File: src/sv/hsv_pkg.sv
// shared types, widths and constants of the hsv to rgb converter
package hsv_pkg;

    localparam int IDX_W  = 10;
    localparam int HUE_W  = 9;
    localparam int CH_W   = 8;
    localparam int FRAC_W = 6;
    localparam int SP_W   = 14;   // saturation times fraction

    localparam int LED_COUNT_DEF = 64;

    localparam int HUE_LAST   = 359;
    localparam int FRAC_LAST  = 59;
    localparam int SECTOR_DEG = 60;
    localparam int FULL_SCALE = 255;

    // hue / 60 as (hue * 1093) >> 16, exact for hue up to 359
    localparam int HUE_RECIP_MUL   = 1093;
    localparam int HUE_RECIP_SHIFT = 16;
    localparam int HUE_PROD_W      = 20;

    // x / 60 as (x * 17477) >> 20, exact for x up to 255 * 59
    localparam int DIV60_MUL   = 17477;
    localparam int DIV60_SHIFT = 20;
    localparam int DIV60_W     = 29;

    typedef enum logic [2:0] {
        SEC_RED_UP   = 3'd0,
        SEC_RED_DN   = 3'd1,
        SEC_GREEN_UP = 3'd2,
        SEC_GREEN_DN = 3'd3,
        SEC_BLUE_UP  = 3'd4,
        SEC_BLUE_DN  = 3'd5
    } t_sector;

    typedef struct packed {
        logic [IDX_W-1:0] idx;
        logic [HUE_W-1:0] hue;
        logic [CH_W-1:0]  sat;
        logic [CH_W-1:0]  val;
    } t_pix;

    typedef struct packed {
        logic [IDX_W-1:0]  idx;
        logic              idx_ok;
        logic              grey;
        t_sector           sector;
        logic [FRAC_W-1:0] frac;
        logic [CH_W-1:0]   sat;
        logic [CH_W-1:0]   val;
    } t_split;

    typedef struct packed {
        logic [IDX_W-1:0] idx;
        logic             idx_ok;
        logic             grey;
        t_sector          sector;
        logic [CH_W-1:0]  val;
        logic [CH_W-1:0]  p;
        logic [CH_W-1:0]  q_k;   // 255 - s*f/60
        logic [CH_W-1:0]  t_k;   // 255 - s*(59-f)/60
    } t_coef;

    typedef struct packed {
        logic [IDX_W-1:0] idx;
        logic             idx_ok;
        logic [CH_W-1:0]  red;
        logic [CH_W-1:0]  green;
        logic [CH_W-1:0]  blue;
    } t_rgb;

endpackage

File: src/sv/hsv_if.sv
// pixel request and color result channel interfaces
interface hsv_pix_if;
    logic                          valid;
    logic                          ready;
    logic [hsv_pkg::IDX_W-1:0]     led_index;
    logic [hsv_pkg::HUE_W-1:0]     hue;
    logic [hsv_pkg::CH_W-1:0]      saturation;
    logic [hsv_pkg::CH_W-1:0]      brightness;

    modport source(output valid, led_index, hue, saturation, brightness, input ready);
    modport sink(input valid, led_index, hue, saturation, brightness, output ready);
endinterface

interface hsv_rgb_if;
    logic                          valid;
    logic                          ready;
    logic [hsv_pkg::IDX_W-1:0]     pixel_index;
    logic                          index_ok;
    logic [hsv_pkg::CH_W-1:0]      red;
    logic [hsv_pkg::CH_W-1:0]      green;
    logic [hsv_pkg::CH_W-1:0]      blue;

    modport source(output valid, pixel_index, index_ok, red, green, blue, input ready);
    modport sink(input valid, pixel_index, index_ok, red, green, blue, output ready);
endinterface

File: src/sv/hsv_to_rgb_converter_top.sv
// top level of the hsv to rgb pixel converter
//
// Converts one pixel request (led index, hue, saturation, brightness) into an
// 8-bit red, green and blue word. Hue values of 360 and above are treated as
// 359; zero saturation gives grey at the brightness level. The led index is
// copied to the result together with index_ok, which is high when the index
// lies below LED_COUNT; the color is computed either way. The block is a
// five-stage pipeline with valid/ready handshakes on both sides: it takes one
// word per clock cycle while the output side is not stalled. A stall backs
// up stage by stage, so empty stages still fill while the last result waits
// in the output register. Stages: hue clamp and sector split, saturation
// products, divide by 60, brightness products, channel arrangement into the
// output register.
module hsv_to_rgb_converter_top #(
    parameter int LED_COUNT = hsv_pkg::LED_COUNT_DEF
) (
    input  logic      i_clk,
    input  logic      i_rst_n,
    hsv_pix_if.sink   i_pix,
    hsv_rgb_if.source o_rgb
);

    hsv_pkg::t_pix   w_pix;
    hsv_pkg::t_split w_split;
    hsv_pkg::t_coef  w_coef;
    hsv_pkg::t_rgb   w_rgb;
    logic            w_split_valid;
    logic            w_split_ready;
    logic            w_coef_valid;
    logic            w_coef_ready;
    logic            w_in_ready;
    logic            w_out_valid;

    // pack the incoming word
    assign w_pix.idx = i_pix.led_index;
    assign w_pix.hue = i_pix.hue;
    assign w_pix.sat = i_pix.saturation;
    assign w_pix.val = i_pix.brightness;
    assign i_pix.ready = w_in_ready;

    // stage 1: clamp, sector, fraction, index check
    hsv_split #(
        .LED_COUNT(LED_COUNT)
    ) u_split (
        .i_clk   (i_clk),
        .i_rst_n (i_rst_n),
        .i_valid (i_pix.valid),
        .o_ready (w_in_ready),
        .i_pix   (w_pix),
        .o_valid (w_split_valid),
        .i_ready (w_split_ready),
        .o_split (w_split)
    );

    // stages 2 and 3: products with saturation, divide by 60
    hsv_prod u_prod (
        .i_clk   (i_clk),
        .i_rst_n (i_rst_n),
        .i_valid (w_split_valid),
        .o_ready (w_split_ready),
        .i_split (w_split),
        .o_valid (w_coef_valid),
        .i_ready (w_coef_ready),
        .o_coef  (w_coef)
    );

    // stages 4 and 5: products with brightness, arrangement by sector
    hsv_mix u_mix (
        .i_clk   (i_clk),
        .i_rst_n (i_rst_n),
        .i_valid (w_coef_valid),
        .o_ready (w_coef_ready),
        .i_coef  (w_coef),
        .o_valid (w_out_valid),
        .i_ready (o_rgb.ready),
        .o_rgb   (w_rgb)
    );

    // unpack the result word
    assign o_rgb.valid       = w_out_valid;
    assign o_rgb.pixel_index = w_rgb.idx;
    assign o_rgb.index_ok    = w_rgb.idx_ok;
    assign o_rgb.red         = w_rgb.red;
    assign o_rgb.green       = w_rgb.green;
    assign o_rgb.blue        = w_rgb.blue;

endmodule

File: src/sv/hsv_split.sv
// stage 1: hue clamp, sector and fraction split, index range check
module hsv_split #(
    parameter int LED_COUNT = hsv_pkg::LED_COUNT_DEF
) (
    input  logic            i_clk,
    input  logic            i_rst_n,
    input  logic            i_valid,
    output logic            o_ready,
    input  hsv_pkg::t_pix   i_pix,
    output logic            o_valid,
    input  logic            i_ready,
    output hsv_pkg::t_split o_split
);

    logic                             w_en;
    logic [hsv_pkg::HUE_W-1:0]        w_hue;
    logic [hsv_pkg::HUE_PROD_W-1:0]   w_hprod;
    logic [2:0]                       w_sec;
    logic [hsv_pkg::HUE_W-1:0]        w_frac;
    hsv_pkg::t_split                  n_split;
    hsv_pkg::t_split                  r_split;
    logic                             r_valid;

    assign w_en    = !r_valid || i_ready;
    assign o_ready = w_en;

    always_comb begin
        w_hue   = (i_pix.hue > hsv_pkg::HUE_W'(hsv_pkg::HUE_LAST))
                  ? hsv_pkg::HUE_W'(hsv_pkg::HUE_LAST) : i_pix.hue;
        w_hprod = hsv_pkg::HUE_PROD_W'(w_hue) * hsv_pkg::HUE_PROD_W'(hsv_pkg::HUE_RECIP_MUL);
        w_sec   = w_hprod[hsv_pkg::HUE_RECIP_SHIFT +: 3];
        w_frac  = w_hue - hsv_pkg::HUE_W'(w_sec) * hsv_pkg::HUE_W'(hsv_pkg::SECTOR_DEG);

        n_split.idx    = i_pix.idx;
        n_split.idx_ok = ({1'b0, i_pix.idx} < (hsv_pkg::IDX_W+1)'(LED_COUNT));
        n_split.grey   = (i_pix.sat == '0);
        n_split.sector = hsv_pkg::t_sector'(w_sec);
        n_split.frac   = w_frac[hsv_pkg::FRAC_W-1:0];
        n_split.sat    = i_pix.sat;
        n_split.val    = i_pix.val;
    end

    always_ff @(posedge i_clk) begin
        if (!i_rst_n) begin
            r_valid <= 1'b0;
        end else if (w_en) begin
            r_valid <= i_valid;
        end
    end

    always_ff @(posedge i_clk) begin
        if (w_en) begin
            r_split <= n_split;
        end
    end

    assign o_valid = r_valid;
    assign o_split = r_split;

endmodule

File: src/sv/hsv_prod.sv
// stages 2 and 3: saturation products, then divide by 60 through a reciprocal
module hsv_prod (
    input  logic            i_clk,
    input  logic            i_rst_n,
    input  logic            i_valid,
    output logic            o_ready,
    input  hsv_pkg::t_split i_split,
    output logic            o_valid,
    input  logic            i_ready,
    output hsv_pkg::t_coef  o_coef
);

    typedef struct packed {
        logic [hsv_pkg::IDX_W-1:0] idx;
        logic                      idx_ok;
        logic                      grey;
        hsv_pkg::t_sector          sector;
        logic [hsv_pkg::CH_W-1:0]  val;
        logic [hsv_pkg::CH_W-1:0]  p;
        logic [hsv_pkg::SP_W-1:0]  sf;
        logic [hsv_pkg::SP_W-1:0]  st;
    } t_sprod;

    logic                            w_en2;
    logic                            w_en3;
    logic [2*hsv_pkg::CH_W-1:0]      w_pprod;
    logic [hsv_pkg::DIV60_W-1:0]     w_qdiv;
    logic [hsv_pkg::DIV60_W-1:0]     w_tdiv;
    t_sprod                          n_s2;
    t_sprod                          r_s2;
    hsv_pkg::t_coef                  n_s3;
    hsv_pkg::t_coef                  r_s3;
    logic                            r_v2;
    logic                            r_v3;

    assign w_en3   = !r_v3 || i_ready;
    assign w_en2   = !r_v2 || w_en3;
    assign o_ready = w_en2;

    // stage 2 products
    always_comb begin
        w_pprod = (2*hsv_pkg::CH_W)'(i_split.val)
                * (2*hsv_pkg::CH_W)'(hsv_pkg::CH_W'(hsv_pkg::FULL_SCALE) - i_split.sat);

        n_s2.idx    = i_split.idx;
        n_s2.idx_ok = i_split.idx_ok;
        n_s2.grey   = i_split.grey;
        n_s2.sector = i_split.sector;
        n_s2.val    = i_split.val;
        n_s2.p      = w_pprod[2*hsv_pkg::CH_W-1:hsv_pkg::CH_W];
        n_s2.sf     = hsv_pkg::SP_W'(i_split.sat) * hsv_pkg::SP_W'(i_split.frac);
        n_s2.st     = hsv_pkg::SP_W'(i_split.sat)
                    * hsv_pkg::SP_W'(hsv_pkg::FRAC_W'(hsv_pkg::FRAC_LAST) - i_split.frac);
    end

    // stage 3 divide by 60 and complement
    always_comb begin
        w_qdiv = hsv_pkg::DIV60_W'(r_s2.sf) * hsv_pkg::DIV60_W'(hsv_pkg::DIV60_MUL);
        w_tdiv = hsv_pkg::DIV60_W'(r_s2.st) * hsv_pkg::DIV60_W'(hsv_pkg::DIV60_MUL);

        n_s3.idx    = r_s2.idx;
        n_s3.idx_ok = r_s2.idx_ok;
        n_s3.grey   = r_s2.grey;
        n_s3.sector = r_s2.sector;
        n_s3.val    = r_s2.val;
        n_s3.p      = r_s2.p;
        n_s3.q_k    = hsv_pkg::CH_W'(hsv_pkg::FULL_SCALE)
                    - w_qdiv[hsv_pkg::DIV60_SHIFT +: hsv_pkg::CH_W];
        n_s3.t_k    = hsv_pkg::CH_W'(hsv_pkg::FULL_SCALE)
                    - w_tdiv[hsv_pkg::DIV60_SHIFT +: hsv_pkg::CH_W];
    end

    always_ff @(posedge i_clk) begin
        if (!i_rst_n) begin
            r_v2 <= 1'b0;
            r_v3 <= 1'b0;
        end else begin
            if (w_en2) begin
                r_v2 <= i_valid;
            end
            if (w_en3) begin
                r_v3 <= r_v2;
            end
        end
    end

    always_ff @(posedge i_clk) begin
        if (w_en2) begin
            r_s2 <= n_s2;
        end
        if (w_en3) begin
            r_s3 <= n_s3;
        end
    end

    assign o_valid = r_v3;
    assign o_coef  = r_s3;

endmodule

File: src/sv/hsv_mix.sv
// stages 4 and 5: brightness products, then channel arrangement into the output register
module hsv_mix (
    input  logic           i_clk,
    input  logic           i_rst_n,
    input  logic           i_valid,
    output logic           o_ready,
    input  hsv_pkg::t_coef i_coef,
    output logic           o_valid,
    input  logic           i_ready,
    output hsv_pkg::t_rgb  o_rgb
);

    typedef struct packed {
        logic [hsv_pkg::IDX_W-1:0] idx;
        logic                      idx_ok;
        logic                      grey;
        hsv_pkg::t_sector          sector;
        logic [hsv_pkg::CH_W-1:0]  val;
        logic [hsv_pkg::CH_W-1:0]  p;
        logic [hsv_pkg::CH_W-1:0]  q;
        logic [hsv_pkg::CH_W-1:0]  t;
    } t_pqt;

    logic                         w_en4;
    logic                         w_en5;
    logic [2*hsv_pkg::CH_W-1:0]   w_qprod;
    logic [2*hsv_pkg::CH_W-1:0]   w_tprod;
    t_pqt                         n_s4;
    t_pqt                         r_s4;
    hsv_pkg::t_rgb                n_out;
    hsv_pkg::t_rgb                r_out;
    logic                         r_v4;
    logic                         r_v5;

    assign w_en5   = !r_v5 || i_ready;
    assign w_en4   = !r_v4 || w_en5;
    assign o_ready = w_en4;

    always_comb begin
        w_qprod = (2*hsv_pkg::CH_W)'(i_coef.val) * (2*hsv_pkg::CH_W)'(i_coef.q_k);
        w_tprod = (2*hsv_pkg::CH_W)'(i_coef.val) * (2*hsv_pkg::CH_W)'(i_coef.t_k);

        n_s4.idx    = i_coef.idx;
        n_s4.idx_ok = i_coef.idx_ok;
        n_s4.grey   = i_coef.grey;
        n_s4.sector = i_coef.sector;
        n_s4.val    = i_coef.val;
        n_s4.p      = i_coef.p;
        n_s4.q      = w_qprod[2*hsv_pkg::CH_W-1:hsv_pkg::CH_W];
        n_s4.t      = w_tprod[2*hsv_pkg::CH_W-1:hsv_pkg::CH_W];
    end

    always_comb begin
        n_out.idx    = r_s4.idx;
        n_out.idx_ok = r_s4.idx_ok;
        case (r_s4.sector)
            hsv_pkg::SEC_RED_UP: begin
                n_out.red = r_s4.val; n_out.green = r_s4.t;   n_out.blue = r_s4.p;
            end
            hsv_pkg::SEC_RED_DN: begin
                n_out.red = r_s4.q;   n_out.green = r_s4.val; n_out.blue = r_s4.p;
            end
            hsv_pkg::SEC_GREEN_UP: begin
                n_out.red = r_s4.p;   n_out.green = r_s4.val; n_out.blue = r_s4.t;
            end
            hsv_pkg::SEC_GREEN_DN: begin
                n_out.red = r_s4.p;   n_out.green = r_s4.q;   n_out.blue = r_s4.val;
            end
            hsv_pkg::SEC_BLUE_UP: begin
                n_out.red = r_s4.t;   n_out.green = r_s4.p;   n_out.blue = r_s4.val;
            end
            default: begin
                n_out.red = r_s4.val; n_out.green = r_s4.p;   n_out.blue = r_s4.q;
            end
        endcase
        // no saturation: plain grey at the brightness level
        if (r_s4.grey) begin
            n_out.red   = r_s4.val;
            n_out.green = r_s4.val;
            n_out.blue  = r_s4.val;
        end
    end

    always_ff @(posedge i_clk) begin
        if (!i_rst_n) begin
            r_v4 <= 1'b0;
            r_v5 <= 1'b0;
        end else begin
            if (w_en4) begin
                r_v4 <= i_valid;
            end
            if (w_en5) begin
                r_v5 <= r_v4;
            end
        end
    end

    always_ff @(posedge i_clk) begin
        if (w_en4) begin
            r_s4 <= n_s4;
        end
        if (w_en5) begin
            r_out <= n_out;
        end
    end

    assign o_valid = r_v5;
    assign o_rgb   = r_out;

endmodule
File: src/flat_wrapper.sv
// flat-port wrapper written by rule: the top's interface ports become plain ports
module hsv_to_rgb_converter_top_flat 
#(
    parameter int LED_COUNT = hsv_pkg::LED_COUNT_DEF
)
  (i_clk, i_rst_n, i_pix_valid, i_pix_led_index, i_pix_hue, i_pix_saturation, i_pix_brightness, i_pix_ready, o_rgb_valid, o_rgb_pixel_index, o_rgb_index_ok, o_rgb_red, o_rgb_green, o_rgb_blue, o_rgb_ready);
  hsv_pix_if i_pix_i ();
  hsv_rgb_if o_rgb_i ();
  input  logic i_clk;
  input  logic i_rst_n;
  input wire logic [$bits(i_pix_i.valid)-1:0] i_pix_valid;
  input wire logic [$bits(i_pix_i.led_index)-1:0] i_pix_led_index;
  input wire logic [$bits(i_pix_i.hue)-1:0] i_pix_hue;
  input wire logic [$bits(i_pix_i.saturation)-1:0] i_pix_saturation;
  input wire logic [$bits(i_pix_i.brightness)-1:0] i_pix_brightness;
  output wire logic [$bits(i_pix_i.ready)-1:0] i_pix_ready;
  output wire logic [$bits(o_rgb_i.valid)-1:0] o_rgb_valid;
  output wire logic [$bits(o_rgb_i.pixel_index)-1:0] o_rgb_pixel_index;
  output wire logic [$bits(o_rgb_i.index_ok)-1:0] o_rgb_index_ok;
  output wire logic [$bits(o_rgb_i.red)-1:0] o_rgb_red;
  output wire logic [$bits(o_rgb_i.green)-1:0] o_rgb_green;
  output wire logic [$bits(o_rgb_i.blue)-1:0] o_rgb_blue;
  input wire logic [$bits(o_rgb_i.ready)-1:0] o_rgb_ready;
  assign i_pix_i.valid = i_pix_valid;
  assign i_pix_i.led_index = i_pix_led_index;
  assign i_pix_i.hue = i_pix_hue;
  assign i_pix_i.saturation = i_pix_saturation;
  assign i_pix_i.brightness = i_pix_brightness;
  assign i_pix_ready = i_pix_i.ready;
  assign o_rgb_valid = o_rgb_i.valid;
  assign o_rgb_pixel_index = o_rgb_i.pixel_index;
  assign o_rgb_index_ok = o_rgb_i.index_ok;
  assign o_rgb_red = o_rgb_i.red;
  assign o_rgb_green = o_rgb_i.green;
  assign o_rgb_blue = o_rgb_i.blue;
  assign o_rgb_i.ready = o_rgb_ready;
  hsv_to_rgb_converter_top #(.LED_COUNT(LED_COUNT)) u_core (.i_clk(i_clk), .i_rst_n(i_rst_n), .i_pix(i_pix_i), .o_rgb(o_rgb_i));
endmodule
File: config.mk
export PLATFORM = sky130hd
export DESIGN_NAME = hsv_to_rgb_converter_top_flat
export DESIGN_NICKNAME = d
export VERILOG_FILES = /design/src/sv/hsv_pkg.sv /design/src/sv/hsv_if.sv /design/src/sv/hsv_to_rgb_converter_top.sv /design/src/sv/hsv_split.sv /design/src/sv/hsv_prod.sv /design/src/sv/hsv_mix.sv /design/src/flat_wrapper.sv
export SDC_FILE = /design/constraint.sdc
export NUM_CORES = 1
export LEC_CHECK = 0
export BUFFER_PORTS_ARGS = -buffer_cell sky130_fd_sc_hd__buf_4
export CAP_MARGIN = 20
export CORE_ASPECT_RATIO = 1.25
export CORE_MARGIN = 2
export CORE_UTILIZATION = 30
export DETAILED_ROUTE_END_ITERATION = 6
export GPL_TIMING_DRIVEN = 0
export PLACE_DENSITY = 0.53
export SETUP_SLACK_MARGIN = 0.1
export SLEW_MARGIN = 10
export SYNTH_ARGS = -nofsm -noshare
export SYNTH_HDL_FRONTEND = slang
export SYNTH_HIERARCHICAL = 1
export SYNTH_SLANG_ARGS = --single-unit
File: constraint.sdc
create_clock -name i_clk -period 7.4 [get_ports i_clk]
set_input_delay 0.74 -clock i_clk [delete_from_list [all_inputs] [get_ports i_clk]]
set_output_delay 0.74 -clock i_clk [all_outputs]
set_load 0.05 [all_outputs]
==> results.py <==
metrics = {
    "yosys": {
        "synth_compound_area_share_pct": 7.57,
        "synthesis.area_um2": 22000,
        "synth_edf_count": 225,
        "ys_seq_area_share_pct": 31.1,
        "syn_area_per_cell_um2": 11.1,
        "synth.distinct_cells": 86,
        "synthSimpleGateAreaFrac_pct": 12.3,
        "synth_nets": 2590,
        "yosys-mux-area-fraction_pct": 0.455,
        "synth_fa_ha_area_share_pct": 39.5,
        "synth_xor_area_share_pct": 2.53,
        "synth_seq_cells": 230,
        "yosys_warnings": 6,
        "synth_ff_type": "edfxtp_1",
        "netlist_instances": 1981,
        "synthArstFlopShare_pct": 0,
        "synth_top_family_by_area": "adder cells",
    },
    "timing": {
        "rsz0062_at_grt": "no",
        "skew_ps": 21.5,
        "slew-limit-headroom_pct": 45.5,
        "final_hold_viol_count": 0,
        "slew_violations": 0,
        "fmax_mhz": 177,
        "period_minus_slack_ps": 5630,
        "worst_pin_slew_ps": 816,
        "fin_crit_sh_pct": 76.1,
        "setup_violations": 0,
        "setup_tns_ps": 0,
    },
    "global_route": {
        "grt_start_max_net_pins": 61,
        "grt_first_pass_wirelength_um": 76700,
        "antenna_found_initial": 0,
        "overflow": 0,
        "track_usage_pct": 12.5,
        "grt_pass1_vias": 15180,
    },
    "critical_path": {
        "start_kind": "input port",
        "required_ps": 7690,
        "cp_max_fo": 8,
        "worstSetupEndpointType": "flip-flop",
        "cp_data_arrival_time_ps": 5930,
        "worstSetupPathType": "in -> reg",
    },
    "cts": {
        "cts.sinks": 230,
        "cts_hold_buf": 0,
        "cts-root-buf": "clkbuf_16",
        "postCtsSetupRepairBufs": 0,
        "cts_resized": 0,
        "cts_buffer_depth": 3,
        "htreeDepth": 1,
        "numCtsBuffers": 27,
        "cts_tree": "done",
        "clkTransAtPathRegs_ps": 60,
        "clk_latency_ps": 570,
    },
    "placed_design": {
        "numPortBuffers": 75,
        "gp_congestion": 0.845,
        "dp_hpwl_um": 38000,
    },
    "flow_run": {
        "maxCapViolations": 0,
    },
    "outcome": {
        "status": "finished clean",
    },
    "detailed_routing": {
        "dr_total_vias": 14136,
        "dr.pass1.iters": 5,
        "drtAntennaViolNets": 0,
        "drt_iter0_markers": 634,
        "avgViaCountPerCell": 4.60,
        "wl_um": 46300,
        "drc": 0,
        "routedWlPerCell_um": 15.1,
    },
    "floorplanning": {
        "row_count": 111,
        "start_util_pct": 30.1,
        "die_y_um": 307,
        "core-area_um2": 73100,
        "dieArea_um2": 75600,
        "ios": 76,
        "fp.dieW_um": 246,
    },
    "final_layout": {
        "drive_gt1_share_pct": 7.82,
        "syn_to_final_growth_pct": 12.4,
        "fin_nets": 2698,
        "most-common-layout-cells": "361 x ha_1, 326 x inv_1, 225 x edfxtp_1",
        "diodes": 0,
        "final_common_cell": "ha_1",
    },
    "worst_hold_path": {
        "min_path_type": "in -> reg",
    },
}
[Yosys cell counts (3+ instances only)]
master      n  area share (%)
nor3b_1     8            0.27
nand3_1    16            0.36
ha_1      361              21
clkbuf_1   43            0.73
a21oi_1    70             1.6
o22ai_1     9            0.26
o21ai_0    43            0.98
edfxtp_1  225              31
buf_2       4           0.091
o21a_1      6            0.20
or2b_1      3            0.10
nor2_1     50            0.85
a211oi_1   13            0.44
nor3_1      7            0.16
mux2i_1    10            0.45
nand4_1    13            0.37
o21bai_1   12            0.41
a222oi_1    8            0.36
nand2_1   112             1.9
or2_2       3           0.085
and2_2      6            0.20
nand2b_1   43             1.2
a22oi_1     9            0.31
inv_1     327             5.6
or4_1       3            0.10
o31ai_1     5            0.17
nand4b_1    6            0.24
a21o_1     17            0.58
xor2_1     19            0.76
and2_1    129             3.7
nor2b_1    63             1.8
a31oi_1     5            0.14
xnor2_1    42             1.7
and3_1      5            0.14
dfxtp_1     5            0.45
or3_1       5            0.14
o21ai_1     5            0.11
fa_1      209              19
[worst max-delay path: stages]
cell and delay (ps):
buf_4 120, o211a_1 250, o21ai_4 210, or2b_1 340
ha_1 240, fa_1 450, fa_1 410, ha_1 210
ha_1 310, a31oi_1 260, o221ai_1 220, a31oi_1 210
xnor2_1 220, fa_1 510, ha_1 300, inv_1 40
ha_1 320, a21oi_1 220, xnor3_1 360
[routing by layer]
| metal | vias up | routed length (um) | track usage, % |
|---|---|---|---|
| li1 | 6916 | - | - |
| met1 | 6959 | 19600 | 15.0 |
| met2 | 199 | 24400 | 23.6 |
| met3 | 62 | 1240 | 1.36 |
| met4 | 0 | 1070 | 3.12 |
| met5 | - | 0 | 0 |
[cells by family after synthesis]
family          after synthesis
fa+ha+maj                   570
simple gates                488
buf+inv                     378
compound gates              243
flops                       230
xor+xnor                     62
mux                          10
[stage by stage]
stage / utilization (%) / setup slack, ps / hold WS, ps / cells / area [um^2]
2_1_floorplan: - / 1820 / 400 / 1981 / 22000
3_3_place_gp: 32.6 / 46.6 / 400 / 3016 / 23800
3_5_place_dp: 32.7 / 1150 / 405 / 3020 / 23900
4_1_cts: 33.9 / 1720 / 304 / 3070 / 24700
5_1_grt: 33.9 / 1410 / 304 / 3070 / 24700
6_report: 33.9 / 1770 / 341 / 3070 / 24700
[area by class of cell]
type	count	area, um^2
clock inverter	20	169
tap	960	1200
inverter	327	1230
clock buffer	30	687
fill	7415	48300
buffer	51	204
timing repair buffer	79	651
multi-input combinational	1373	13700
sequential	230	6860
[sequential cells by signal (all words and copies together), names as in the netlist]
register                count
u_core/u_mix/n_out         11
u_core/u_mix/r_s4          36
u_core/u_prod/r_s2         28
u_core/u_prod/r_v2          1
u_core/u_mix/r_v4           1
u_core/u_mix/o_rgb         35
u_core/u_prod/n_s3         31
u_core/u_prod/o_coef       47
u_core/u_split/o_valid      1
u_core/u_split/o_split     37
u_core/u_mix/o_valid        1
u_core/u_prod/o_valid       1
[final timing paths]
| check | start | to | slack (ps) | depth (start not counted) |
|---|---|---|---|---|
| setup / recovery | i_pix_hue[4] | u_core/u_split/o_split[21] | 1770 | 19 |
| hold / removal | i_pix_led_index[2] | u_core/u_split/o_split[29] | 340 | 1 |
| setup reg to reg | u_core/u_split/o_split[20] | u_core/u_prod/r_s2[13] | 1830 | 18 |
| hold reg to reg | u_core/u_prod/n_s3[16] | u_core/u_prod/o_coef[16] | 400 | 0 |
Power is left out: the tool's default activity adds up to more than one toggle a clock period on the data nets, which glitch-free logic cannot reach.
